File: config.mk
export PLATFORM = sky130hd
export DESIGN_NAME = line_comment_stripper
export DESIGN_NICKNAME = d
export VERILOG_FILES = /design/src/rtl/lcs_pkg.sv /design/src/rtl/line_comment_stripper.sv /design/src/rtl/lcs_front.sv /design/src/rtl/lcs_fifo.sv /design/src/rtl/lcs_back.sv
export VERILOG_INCLUDE_DIRS = /design/src /design/src/rtl
export SDC_FILE = /design/constraint.sdc
export NUM_CORES = 1
export LEC_CHECK = 0
export ABC_AREA = 1
export BUFFER_PORTS_ARGS = -buffer_cell sky130_fd_sc_hd__buf_2
export CAP_MARGIN = 20
export CORE_ASPECT_RATIO = 1.2
export CORE_UTILIZATION = 30
export DETAILED_ROUTE_END_ITERATION = 7
export PLACE_DENSITY = 0.44
export RECOVER_POWER = 25
export SYNTH_ARGS = -nofsm -noshare
export SYNTH_HDL_FRONTEND = slang
export SYNTH_SLANG_ARGS = --single-unit
File: constraint.sdc
create_clock -name clk -period 3.3 [get_ports clk]
set_input_delay 0.33 -clock clk [delete_from_list [all_inputs] [get_ports clk]]
set_output_delay 0.33 -clock clk [all_outputs]
set_load 0.005 [all_outputs]
File: src/rtl/line_comment_stripper_assert.svh
// Assertion macros shared by the line comment stripper modules
`ifndef LINE_COMMENT_STRIPPER_ASSERT_SVH
`define LINE_COMMENT_STRIPPER_ASSERT_SVH
`ifndef NO_ASSERTIONS
`define LCS_ASSERT(name, clk, rst_n, prop) \
    name: assert property (@(posedge clk) disable iff (!rst_n) prop) \
        else $error("lcs assertion failed");
`define LCS_ASSERT_NEVER(name, clk, rst_n, expr) \
    name: assert property (@(posedge clk) disable iff (!rst_n) !(expr)) \
        else $error("lcs forbidden condition");
`else
`define LCS_ASSERT(name, clk, rst_n, prop)
`define LCS_ASSERT_NEVER(name, clk, rst_n, expr)
`endif
`endif

File: src/rtl/lcs_pkg.sv
// Package: types and constants of the line comment stripper
`timescale 1ns / 1ps
package lcs_pkg;

    localparam logic [7:0] CH_SPACE = 8'h20;
    localparam logic [7:0] CH_TAB   = 8'h09;
    localparam logic [7:0] CH_CR    = 8'h0D;
    localparam logic [7:0] CH_NL    = 8'h0A;
    localparam logic [7:0] CH_SLASH = 8'h2F;
    localparam logic [7:0] CH_TERM  = 8'h00;

    localparam int LINE_BITS   = 20;
    localparam int OFFSET_BITS = 24;

    localparam int OFFSET_WIDTH_DEF = 24;
    localparam int LINE_WIDTH_DEF   = 20;

    localparam int CMD_FIFO_DEPTH = 2;

    typedef struct packed {
        logic [7:0] in_byte;
        logic       byte_valid;
        logic       end_of_text;
    } in_item_t;

    typedef struct packed {
        logic [7:0]             out_byte;
        logic                   first_on_line;
        logic [LINE_BITS-1:0]   line_number;
        logic [OFFSET_BITS-1:0] out_offset;
        logic                   final_result;
    } out_item_t;

    // One accepted item, reduced to what the back end must emit
    typedef struct packed {
        logic       has_slash;
        logic       slash_first;
        logic       has_main;
        logic [7:0] main_byte;
        logic       main_first;
        logic       line_inc;
        logic       term;
    } cmd_t;

endpackage

File: src/rtl/line_comment_stripper.sv
// Top level: line comment stripper and whitespace collapser
// An accepted item's command is queued, and its results are registered in the output register.
// Throughput: one transaction per cycle while the queue is not full; k results leave one by one.
// The single output register sets the result rate; a two-entry command queue absorbs bursts.
// Reset (rst_n, async, active low): line count 1, offset 0, at line start, no comment.
// The same state is restored after each terminator, so a new text may follow at once.
`timescale 1ns / 1ps
module line_comment_stripper #(
    parameter int OFFSET_WIDTH = lcs_pkg::OFFSET_WIDTH_DEF,
    parameter int LINE_WIDTH   = lcs_pkg::LINE_WIDTH_DEF
) (
    input  logic               clk,
    input  logic               rst_n,
    input  logic               in_valid,
    output logic               in_ready,
    input  lcs_pkg::in_item_t  in_data,
    output logic               out_valid,
    input  logic               out_ready,
    output lcs_pkg::out_item_t out_data
);
    import lcs_pkg::*;

    logic cmd_push, cmd_full, cmd_pop, head_valid;
    cmd_t cmd_data, head_data;

    lcs_front u_front (
        .clk      (clk),
        .rst_n    (rst_n),
        .in_valid (in_valid),
        .in_ready (in_ready),
        .in_data  (in_data),
        .cmd_full (cmd_full),
        .cmd_push (cmd_push),
        .cmd_data (cmd_data)
    );

    lcs_fifo u_fifo (
        .clk        (clk),
        .rst_n      (rst_n),
        .push       (cmd_push),
        .push_data  (cmd_data),
        .full       (cmd_full),
        .pop        (cmd_pop),
        .head_valid (head_valid),
        .head_data  (head_data)
    );

    lcs_back #(
        .OFFSET_WIDTH (OFFSET_WIDTH),
        .LINE_WIDTH   (LINE_WIDTH)
    ) u_back (
        .clk        (clk),
        .rst_n      (rst_n),
        .head_valid (head_valid),
        .head_data  (head_data),
        .pop        (cmd_pop),
        .out_valid  (out_valid),
        .out_ready  (out_ready),
        .out_data   (out_data)
    );

endmodule

File: src/rtl/lcs_front.sv
// Front end: accepts bytes, tracks line and comment state, issues commands
`timescale 1ns / 1ps
`include "line_comment_stripper_assert.svh"
module lcs_front (
    input  logic            clk,
    input  logic            rst_n,
    input  logic            in_valid,
    output logic            in_ready,
    input  lcs_pkg::in_item_t in_data,
    input  logic            cmd_full,
    output logic            cmd_push,
    output lcs_pkg::cmd_t   cmd_data
);
    import lcs_pkg::*;

    logic at_line_start_reg, at_line_start_next;
    logic in_comment_reg, in_comment_next;
    logic prev_space_reg, prev_space_next;
    logic slash_held_reg, slash_held_next;
    logic accept;
    logic is_ws;
    cmd_t cmd;

    assign in_ready = !cmd_full;
    assign accept   = in_valid && in_ready;
    assign is_ws    = (in_data.in_byte == CH_SPACE) || (in_data.in_byte == CH_TAB)
                      || (in_data.in_byte == CH_CR);

    always_comb
    begin
        cmd                = '0;
        at_line_start_next = at_line_start_reg;
        in_comment_next    = in_comment_reg;
        prev_space_next    = prev_space_reg;
        slash_held_next    = slash_held_reg;
        if (in_data.byte_valid)
        begin
            if (in_data.in_byte == CH_NL)
            begin
                cmd.has_slash      = slash_held_reg;
                cmd.slash_first    = at_line_start_reg;
                cmd.has_main       = !at_line_start_reg || slash_held_reg;
                cmd.main_byte      = CH_NL;
                cmd.line_inc       = 1'b1;
                at_line_start_next = 1'b1;
                in_comment_next    = 1'b0;
                prev_space_next    = 1'b0;
                slash_held_next    = 1'b0;
            end
            else if (in_comment_reg)
            begin
                cmd = '0;
            end
            else if (in_data.in_byte == CH_SLASH)
            begin
                if (slash_held_reg)
                begin
                    slash_held_next = 1'b0;
                    in_comment_next = 1'b1;
                end
                else
                begin
                    slash_held_next = 1'b1;
                end
            end
            else
            begin
                if (slash_held_reg)
                begin
                    cmd.has_slash      = 1'b1;
                    cmd.slash_first    = at_line_start_reg;
                    slash_held_next    = 1'b0;
                    at_line_start_next = 1'b0;
                    prev_space_next    = 1'b0;
                end
                if (is_ws)
                begin
                    if (!at_line_start_next && !prev_space_next)
                    begin
                        cmd.has_main    = 1'b1;
                        cmd.main_byte   = CH_SPACE;
                        cmd.main_first  = 1'b0;
                        prev_space_next = 1'b1;
                    end
                end
                else
                begin
                    cmd.has_main       = 1'b1;
                    cmd.main_byte      = in_data.in_byte;
                    cmd.main_first     = at_line_start_next;
                    at_line_start_next = 1'b0;
                    prev_space_next    = 1'b0;
                end
            end
        end
        if (in_data.end_of_text)
        begin
            if (slash_held_next)
            begin
                cmd.has_slash   = 1'b1;
                cmd.slash_first = at_line_start_next;
            end
            cmd.term           = 1'b1;
            at_line_start_next = 1'b1;
            in_comment_next    = 1'b0;
            prev_space_next    = 1'b0;
            slash_held_next    = 1'b0;
        end
    end

    assign cmd_data = cmd;
    assign cmd_push = accept && (cmd.has_slash || cmd.has_main || cmd.line_inc || cmd.term);

    always_ff @(posedge clk or negedge rst_n)
    begin
        if (!rst_n)
        begin
            at_line_start_reg <= 1'b1;
            in_comment_reg    <= 1'b0;
            prev_space_reg    <= 1'b0;
            slash_held_reg    <= 1'b0;
        end
        else if (accept)
        begin
            at_line_start_reg <= at_line_start_next;
            in_comment_reg    <= in_comment_next;
            prev_space_reg    <= prev_space_next;
            slash_held_reg    <= slash_held_next;
        end
    end

    `LCS_ASSERT_NEVER(a_comment_no_slash, clk, rst_n, in_comment_reg && slash_held_reg)

endmodule

File: src/rtl/lcs_fifo.sv
// Command queue between front and back ends
`timescale 1ns / 1ps
`include "line_comment_stripper_assert.svh"
module lcs_fifo (
    input  logic          clk,
    input  logic          rst_n,
    input  logic          push,
    input  lcs_pkg::cmd_t push_data,
    output logic          full,
    input  logic          pop,
    output logic          head_valid,
    output lcs_pkg::cmd_t head_data
);
    import lcs_pkg::*;

    localparam int PTR_W = (CMD_FIFO_DEPTH > 1) ? $clog2(CMD_FIFO_DEPTH) : 1;
    localparam int CNT_W = $clog2(CMD_FIFO_DEPTH + 1);

    cmd_t             entry_reg [CMD_FIFO_DEPTH];
    logic [PTR_W-1:0] wr_ptr_reg, wr_ptr_next;
    logic [PTR_W-1:0] rd_ptr_reg, rd_ptr_next;
    logic [CNT_W-1:0] count_reg, count_next;
    logic             do_pop;

    assign full       = (count_reg == CNT_W'(CMD_FIFO_DEPTH));
    assign head_valid = (count_reg != '0);
    assign head_data  = entry_reg[rd_ptr_reg];
    assign do_pop     = pop && head_valid;

    always_comb
    begin
        wr_ptr_next = wr_ptr_reg;
        rd_ptr_next = rd_ptr_reg;
        count_next  = count_reg;
        if (push)
        begin
            wr_ptr_next = (wr_ptr_reg == PTR_W'(CMD_FIFO_DEPTH - 1)) ? '0 : wr_ptr_reg + 1'b1;
        end
        if (do_pop)
        begin
            rd_ptr_next = (rd_ptr_reg == PTR_W'(CMD_FIFO_DEPTH - 1)) ? '0 : rd_ptr_reg + 1'b1;
        end
        case ({push, do_pop})
            2'b10:   count_next = count_reg + 1'b1;
            2'b01:   count_next = count_reg - 1'b1;
            default: count_next = count_reg;
        endcase
    end

    always_ff @(posedge clk or negedge rst_n)
    begin
        if (!rst_n)
        begin
            wr_ptr_reg <= '0;
            rd_ptr_reg <= '0;
            count_reg  <= '0;
        end
        else
        begin
            wr_ptr_reg <= wr_ptr_next;
            rd_ptr_reg <= rd_ptr_next;
            count_reg  <= count_next;
        end
    end

    always_ff @(posedge clk)
    begin
        if (push)
        begin
            entry_reg[wr_ptr_reg] <= push_data;
        end
    end

    `LCS_ASSERT_NEVER(a_no_overflow, clk, rst_n, push && full)

endmodule

File: src/rtl/lcs_back.sv
// Back end: expands commands into result transactions, owns line and offset counters
`timescale 1ns / 1ps
`include "line_comment_stripper_assert.svh"
module lcs_back #(
    parameter int OFFSET_WIDTH = lcs_pkg::OFFSET_WIDTH_DEF,
    parameter int LINE_WIDTH   = lcs_pkg::LINE_WIDTH_DEF
) (
    input  logic              clk,
    input  logic              rst_n,
    input  logic              head_valid,
    input  lcs_pkg::cmd_t     head_data,
    output logic              pop,
    output logic              out_valid,
    input  logic              out_ready,
    output lcs_pkg::out_item_t out_data
);
    import lcs_pkg::*;

    logic [LINE_WIDTH-1:0]   line_reg, line_next, line_inc_val;
    logic [OFFSET_WIDTH-1:0] written_reg, written_next;
    logic                    slash_done_reg, slash_done_next;
    logic                    main_done_reg, main_done_next;
    logic                    out_valid_reg;
    out_item_t               out_data_reg;
    logic                    out_free;
    logic                    pend_slash, pend_main;
    logic                    emit, emit_term, do_inc, do_clr;
    logic [7:0]              emit_byte;
    logic                    emit_first;
    logic [LINE_WIDTH-1:0]   emit_line;
    logic [LINE_WIDTH+LINE_BITS-1:0]     line_ext;
    logic [OFFSET_WIDTH+OFFSET_BITS-1:0] offset_ext;

    assign out_free     = !out_valid_reg || out_ready;
    assign pend_slash   = head_data.has_slash && !slash_done_reg;
    assign pend_main    = head_data.has_main && !main_done_reg;
    assign line_inc_val = (head_data.line_inc && (line_reg != '1)) ? line_reg + 1'b1 : line_reg;

    always_comb
    begin
        pop             = 1'b0;
        emit            = 1'b0;
        emit_term       = 1'b0;
        emit_byte       = CH_TERM;
        emit_first      = 1'b0;
        emit_line       = line_reg;
        do_inc          = 1'b0;
        do_clr          = 1'b0;
        slash_done_next = slash_done_reg;
        main_done_next  = main_done_reg;
        if (head_valid)
        begin
            if (pend_slash)
            begin
                if (out_free)
                begin
                    emit       = 1'b1;
                    emit_byte  = CH_SLASH;
                    emit_first = head_data.slash_first;
                    if (head_data.has_main || head_data.term)
                    begin
                        slash_done_next = 1'b1;
                    end
                    else
                    begin
                        pop    = 1'b1;
                        do_inc = 1'b1;
                    end
                end
            end
            else if (pend_main)
            begin
                if (out_free)
                begin
                    emit       = 1'b1;
                    emit_byte  = head_data.main_byte;
                    emit_first = head_data.main_first;
                    if (head_data.term)
                    begin
                        main_done_next = 1'b1;
                    end
                    else
                    begin
                        pop    = 1'b1;
                        do_inc = 1'b1;
                    end
                end
            end
            else if (head_data.term)
            begin
                if (out_free)
                begin
                    emit      = 1'b1;
                    emit_term = 1'b1;
                    emit_line = line_inc_val;
                    pop       = 1'b1;
                    do_clr    = 1'b1;
                end
            end
            else
            begin
                pop    = 1'b1;
                do_inc = 1'b1;
            end
        end
        if (pop)
        begin
            slash_done_next = 1'b0;
            main_done_next  = 1'b0;
        end
    end

    always_comb
    begin
        written_next = written_reg;
        line_next    = line_reg;
        if (emit && (written_reg != '1))
        begin
            written_next = written_reg + 1'b1;
        end
        if (do_inc)
        begin
            line_next = line_inc_val;
        end
        if (do_clr)
        begin
            written_next = '0;
            line_next    = LINE_WIDTH'(1);
        end
    end

    assign line_ext   = {{LINE_BITS{1'b0}}, emit_line};
    assign offset_ext = {{OFFSET_BITS{1'b0}}, written_reg};

    always_ff @(posedge clk or negedge rst_n)
    begin
        if (!rst_n)
        begin
            line_reg       <= LINE_WIDTH'(1);
            written_reg    <= '0;
            slash_done_reg <= 1'b0;
            main_done_reg  <= 1'b0;
            out_valid_reg  <= 1'b0;
        end
        else
        begin
            line_reg       <= line_next;
            written_reg    <= written_next;
            slash_done_reg <= slash_done_next;
            main_done_reg  <= main_done_next;
            if (out_free)
            begin
                out_valid_reg <= emit;
            end
        end
    end

    always_ff @(posedge clk)
    begin
        if (out_free && emit)
        begin
            out_data_reg.out_byte      <= emit_byte;
            out_data_reg.first_on_line <= emit_first;
            out_data_reg.line_number   <= line_ext[LINE_BITS-1:0];
            out_data_reg.out_offset    <= offset_ext[OFFSET_BITS-1:0];
            out_data_reg.final_result  <= emit_term;
        end
    end

    assign out_valid = out_valid_reg;
    assign out_data  = out_data_reg;

    `LCS_ASSERT(a_term_clears_counters, clk, rst_n, emit_term |=> ((line_reg == LINE_WIDTH'(1)) && (written_reg == '0)))
    `LCS_ASSERT(a_done_needs_head, clk, rst_n, (slash_done_reg || main_done_reg) |-> head_valid)

endmodule

* Yosys cells after proc, flatten, opt, wreduce, memory -nomap -nowiden
Memories as Yosys holds them, arrays and structs flattened.
Index checks and enable logic that the tools add are counted.
** Word-level totals
- Flip-flop bits (word level) :: 109
- RAM bits :: 28
- Input port bits :: 14
- Word-level logic and storage cells :: 176
- Memories kept :: 1
** Operators by class
- Add/subtract/negate cells :: 6
- Equality and inequality tests :: 13
- Muxes and demuxes :: 100
- Reductions and logical operators :: 39
** Memories
- u_fifo.entry_reg :: words 2, bits a word 14, rd ports 1, clocked after Yosys merged registers in 0, write ports 1, RTL line lcs_fifo.sv:19 : cmd_t entry_reg [CMD_FIFO_DEPTH];
** Operator list (count)
- two-way mux 20 bit :: 8
- two-way mux 1 bit :: 76
- two-way mux 24 bit :: 2
- adder 24 x 1 -> 24 bit, second input constant :: 1
- == test 8 x 4 -> 1 bit, second input constant :: 3
- two-way mux 12 bit :: 2
- two-way mux 8 bit :: 3
- inequality test 24 bit, second input constant :: 1
- nonzero test 2 bit :: 11
- adder 20 x 1 -> 20 bit, second input constant :: 1
- two-way mux 10 bit :: 2
- inequality test 20 bit, second input constant :: 1
- == test 8 x 6 -> 1 bit, second input constant :: 2
- two-way mux 14 bit :: 1
- two-way mux 11 bit :: 1
- logical AND 1 bit :: 9
- logical OR 1 bit :: 8
- AND reduction 4 bit :: 2
- logical NOT 1 bit :: 7
- two-way mux 2 bit :: 3
- two-way mux 6 bit :: 1
- AND reduction 5 bit :: 1
- == test 2 bit, second input constant :: 2
- case mux 2 bit (2 select lines) :: 1
- 8 further kinds :: 9

* Longest topological paths before layout
- Depth in word-level cells :: 21
- Depth in mapped cells :: 14
- Depth with buffers taken out :: 13

* Hierarchy
From an unflattened synthesis, not the netlist that was laid out.
** Second synthesis, totals
- Cell total of the unflattened synthesis :: 829
- Area total of the unflattened synthesis :: 7116.8 um^2
** By module, submodules not included
- lcs_back :: instances 1, cells each 632, area an instance 5301.3 um^2, seq. area each 2798.9 um^2
- lcs_fifo :: instances 1, cells each 102, area an instance 1278.7 um^2, seq. area each 940.9 um^2
- lcs_front :: instances 1, cells each 95, area an instance 536.8 um^2, seq. area each 101.3 um^2

* Least setup slack after synthesis
OpenSTA, ideal clock, no wires.
- Path type :: reg2reg
- Start point :: reg u_fifo.rd_ptr_reg
- End point :: reg u_back.out_data_reg, in the netlist u_back.out_data[0], enable pin
- Arrival :: 1988 ps
- Required time :: 2892 ps
- Setup slack :: 903 ps
- Stages on the path, launching flop included :: 9
- Buffers on the path :: 1
- Path through :: dfrtp_1 buf_6 inv_4 nand2_1 nand2_1 nand2_2 nand3_2 nand2_2 inv_1
** On the way
- Longest elaborated chain between the ends :: 6
- Elaborated cells between the ends (all ways) :: 8
- Those cells by class :: 4 x mux; 3 x reduce/logical; 1 x memory
** RTL lines
- start: declaration :: RTL line lcs_fifo.sv:21 : logic [PTR_W-1:0] rd_ptr_reg, rd_ptr_next;
- start signal: assignment :: RTL line lcs_fifo.sv:61 : rd_ptr_reg <= rd_ptr_next;
- memory read (2 x 14 bit) (*)
- two-way mux 1 bit / logical AND 1 bit (equally long branches) :: RTL line lcs_back.sv:89, lcs_back.sv:36
- two-way mux 1 bit :: RTL line lcs_back.sv:71 : else if (pend_main)
- two-way mux 1 bit (*) :: RTL line lcs_back.sv:53 : if (pend_slash)
- two-way mux 1 bit (*) :: RTL line lcs_back.sv:51 : if (head_valid)
- logical AND 1 bit (*) :: RTL line lcs_back.sv:160 : if (out_free && emit)
- end: declaration :: RTL line lcs_back.sv:24 : out_item_t out_data_reg;
Mark *: on every way between the ends. The rest lies on a longest branch, timed or not.
A chain may end at the register's enable or synchronous reset.

* Final worst setup path
- Start point :: reg u_fifo.rd_ptr_reg
- End point :: reg u_back.written_reg[21]
** On the way
- Longest elaborated chain between the ends :: 7
- Elaborated cells between the ends (all ways) :: 13
- Those cells by class :: 8 x mux; 4 x reduce/logical; 1 x memory
** RTL lines
- memory read (2 x 14 bit) (*)
- two-way mux 1 bit / logical AND 1 bit (equally long branches) :: RTL line lcs_back.sv:89, lcs_back.sv:36
- two-way mux 1 bit :: RTL line lcs_back.sv:71
- two-way mux 1 bit :: RTL line lcs_back.sv:53
- two-way mux 1 bit :: RTL line lcs_back.sv:51
- logical AND 1 bit :: RTL line lcs_back.sv:117 : if (emit && (written_reg != '1))
- nonzero test 2 bit (no line)
- end signal: assignment :: RTL line lcs_back.sv:148 : written_reg <= written_next;
- end: declaration :: RTL line lcs_back.sv:20 : logic [OFFSET_WIDTH-1:0] written_reg, written_next;
Marks and branches as above.

==> flow_summary.json <==
{
  "ctsResizeCount": 0,
  "layout_min_cycle_time_ns": 2.48,
  "grt_first_pass_wirelength_um": 27700,
  "synth.largest_area_cell": "edfxtp_1",
  "grt_max_degree": 34,
  "ys_ff_latch": 137,
  "placed_cell_area_um2": 7690,
  "rsz0062_at_grt": "no",
  "crit_type": "reg2reg",
  "cts.sinks": 137,
  "grt_overflow": 0,
  "routed_wl_um": 16400,
  "final-setup-viol-count": 0,
  "die_x_um": 142,
  "synth.distinct_cells": 42,
  "place_congestion": 0.858,
  "synthArstFlopShare_pct": 40.1,
  "fmax_ghz": 0.402,
  "viasPerCell": 4.42,
  "syn_area_per_cell_um2": 8.58,
  "slew_headroom_pct": -42.4,
  "fin_nets": 915,
  "design_area_um2": 8260,
  "synthesis.nets": 837,
  "largest_register_ffs": 54,
  "antenna_found_initial": 0,
  "ctsHoldBuffers": 0,
  "startpoint_type": "flop",
  "ys_seq_area_share_pct": 54.6,
  "netlist_instances": 820,
  "die_area_um2": 24100,
  "area_growth_pct": 17.4,
  "status": "complete, but fails checks",
  "synth_area_leaders": "edfxtp_1 (35%), dfrtp_1 (19%), nand2_1 (16%), nand3_1 (5.9%), nor2_1 (4.3%)",
  "initial_core_util_pct": 30.4,
  "avgRoutedWirePerCell_um": 13.4,
  "critPathCaptureType": "flop",
  "final_antenna_net_count": 0,
  "antenna_cells": 0,
  "post-cts-setup-buffers": 0,
  "r2r_cells": 8,
  "ff_latch_area_um2": 3840,
  "fin_worst_skew_ns": 0.00936,
  "synthFlopType": "edfxtp_1",
  "fin_ws_ns": 0.815,
  "timing.final.crit_share_pct": 75.3,
  "tightestPinTransition_ns": 2.14,
  "peakVddDrop_mv": 0.483,
  "io_pins": 70,
  "clock_path_buffers": 2,
  "clock-root-buffer": "clkbuf_16",
  "finalPower_mw": 7.66,
  "grt_pass1_vias": 5362,
  "hpwl_um": 11700,
  "die_height_um": 170,
  "yosys_warnings": 0,
  "netlist.area_leader.share_pct": 35.0,
  "rows": 61,
  "nFillCells": 2417,
  "dp_slack_ns": 0.763,
  "hold_class": "in2reg",
  "required_ns": 3.67,
  "vias": 5424,
  "hold_viol": 0,
  "p_leak_nw": 3.67,
  "htree_levels": 4,
  "reg2reg_slack_ns": 0.82,
  "remaining_drc_errors": 0,
  "multi_input_area_um2": 2750,
  "drt-initial-drc-count": 266,
  "drive_gt1_share_pct": 15.0,
  "clkLatencyLatePin_ns": 0.43,
  "core_um2": 23100,
  "cap_violations": 1,
  "synth_commonest_cells": "nand2_1 (299), nand3_1 (83), edfxtp_1 (82)",
  "finalMaxSlewViolations": 34,
  "dr.pass1.iters": 5,
  "whs_path_depth": 1,
  "tns_ns": 0,
  "clkTransAtPathRegs_ns": 0.07,
  "grtUsageTotal_pct": 14.8,
  "violations": "capacitance limit, slew limit",
  "cts_tree": "built",
  "p_per_area_nw_per_um2": 927,
  "syn_area_um2": 7030,
  "io_buffers": 69,
  "cts_inserted_buffers": 17,
  "yosysMostFrequentCell": "nand2_1",
  "critPathMaxFanout": 31,
  "worstPathArrival_ns": 2.85,
  "synth-edff-count": 82
}
where the power goes:
group / internal [mW] / switching, mW / total (mW)
Combinational: 0.923 / 1.86 / 2.79
Clock: 1.07 / 0.838 / 1.91
Sequential: 2.62 / 0.349 / 2.97
path summary, 6_finish.rpt:
check,startpoint,to
worst max-delay path,u_fifo.rd_ptr_reg,u_back.written_reg[21]
min in group asynchronous,rst_n,u_front.in_comment_reg
max in group asynchronous,rst_n,u_back.written_reg[14]
worst min register to register,u_fifo.wr_ptr_reg,u_fifo.wr_ptr_reg
worst max register to register,u_fifo.rd_ptr_reg,u_back.written_reg[21]
worst min-delay path,in_data[0],u_fifo.entry_reg[1][0]
critical path: stages (launching register included):
cell      delay [ns]
dfrtp_1         0.72
nand2_1         0.13
o21ai_2         0.14
inv_1           0.12
nand4_4         0.23
clkinv_2        0.45
nor2_8          0.46
nand2_1         0.09
nand2_1         0.07
routing by layer:
| metal | track usage [%] | vias to the layer above | wire length [µm] |
|---|---|---|---|
| met5 | 0 | - | 0 |
| met4 | 6.17 | 0 | 303 |
| met3 | 2.57 | 25 | 423 |
| met2 | 24.8 | 79 | 8040 |
| met1 | 18.6 | 2493 | 7660 |
| li1 | - | 2827 | - |
placed cells by master, fill, tap and decap left out, types with 10 or more instances in the layout:
| cell | instances |
|---|---|
| nor2_1 | 80 |
| nand2_2 | 10 |
| edfxtp_1 | 82 |
| buf_2 | 67 |
| a21oi_1 | 16 |
| inv_1 | 68 |
| nand4_1 | 10 |
| o21ai_0 | 20 |
| nand3_1 | 83 |
| xor2_1 | 21 |
| clkbuf_16 | 17 |
| dfrtp_1 | 53 |
| nand2_1 | 299 |
cells by family (layout without fill, tap and decap cells):
group / count (synthesis) / in the layout / synth area share, %
compound gates: 49 / 49 / 3.82
xor+xnor: 30 / 30 / 3.74
buf+inv: 92 / 183 / 6.28
simple gates: 508 / 508 / 30.9
flops: 137 / 137 / 54.6
fa+ha+maj: 3 / 3 / 0.534
mux: 1 / 1 / 0.142
metrics by stage:
stage	hold slack, ns	std cells	util (%)
final	0.236	1226	35.7
after global routing	0.249	1226	35.7
after CTS	0.0479	1226	35.8
after floorplan	0.0344	820	-
after detailed placement	0.464	1194	33.3
after global placement	0.467	1194	33.3
layout make-up:
cell class                      instances  share of cell area, %
Sequential cell                       137                   46.5
Timing Repair Buffer                   78                   5.03
Multi-Input combinational cell        591                   33.3
Clock buffer                           17                   5.15
Clock inverter                         15                   1.89
Tap cell                              315                   4.77
Inverter                               73                   3.36
Note: power is estimated with default switching activity, not from simulation.
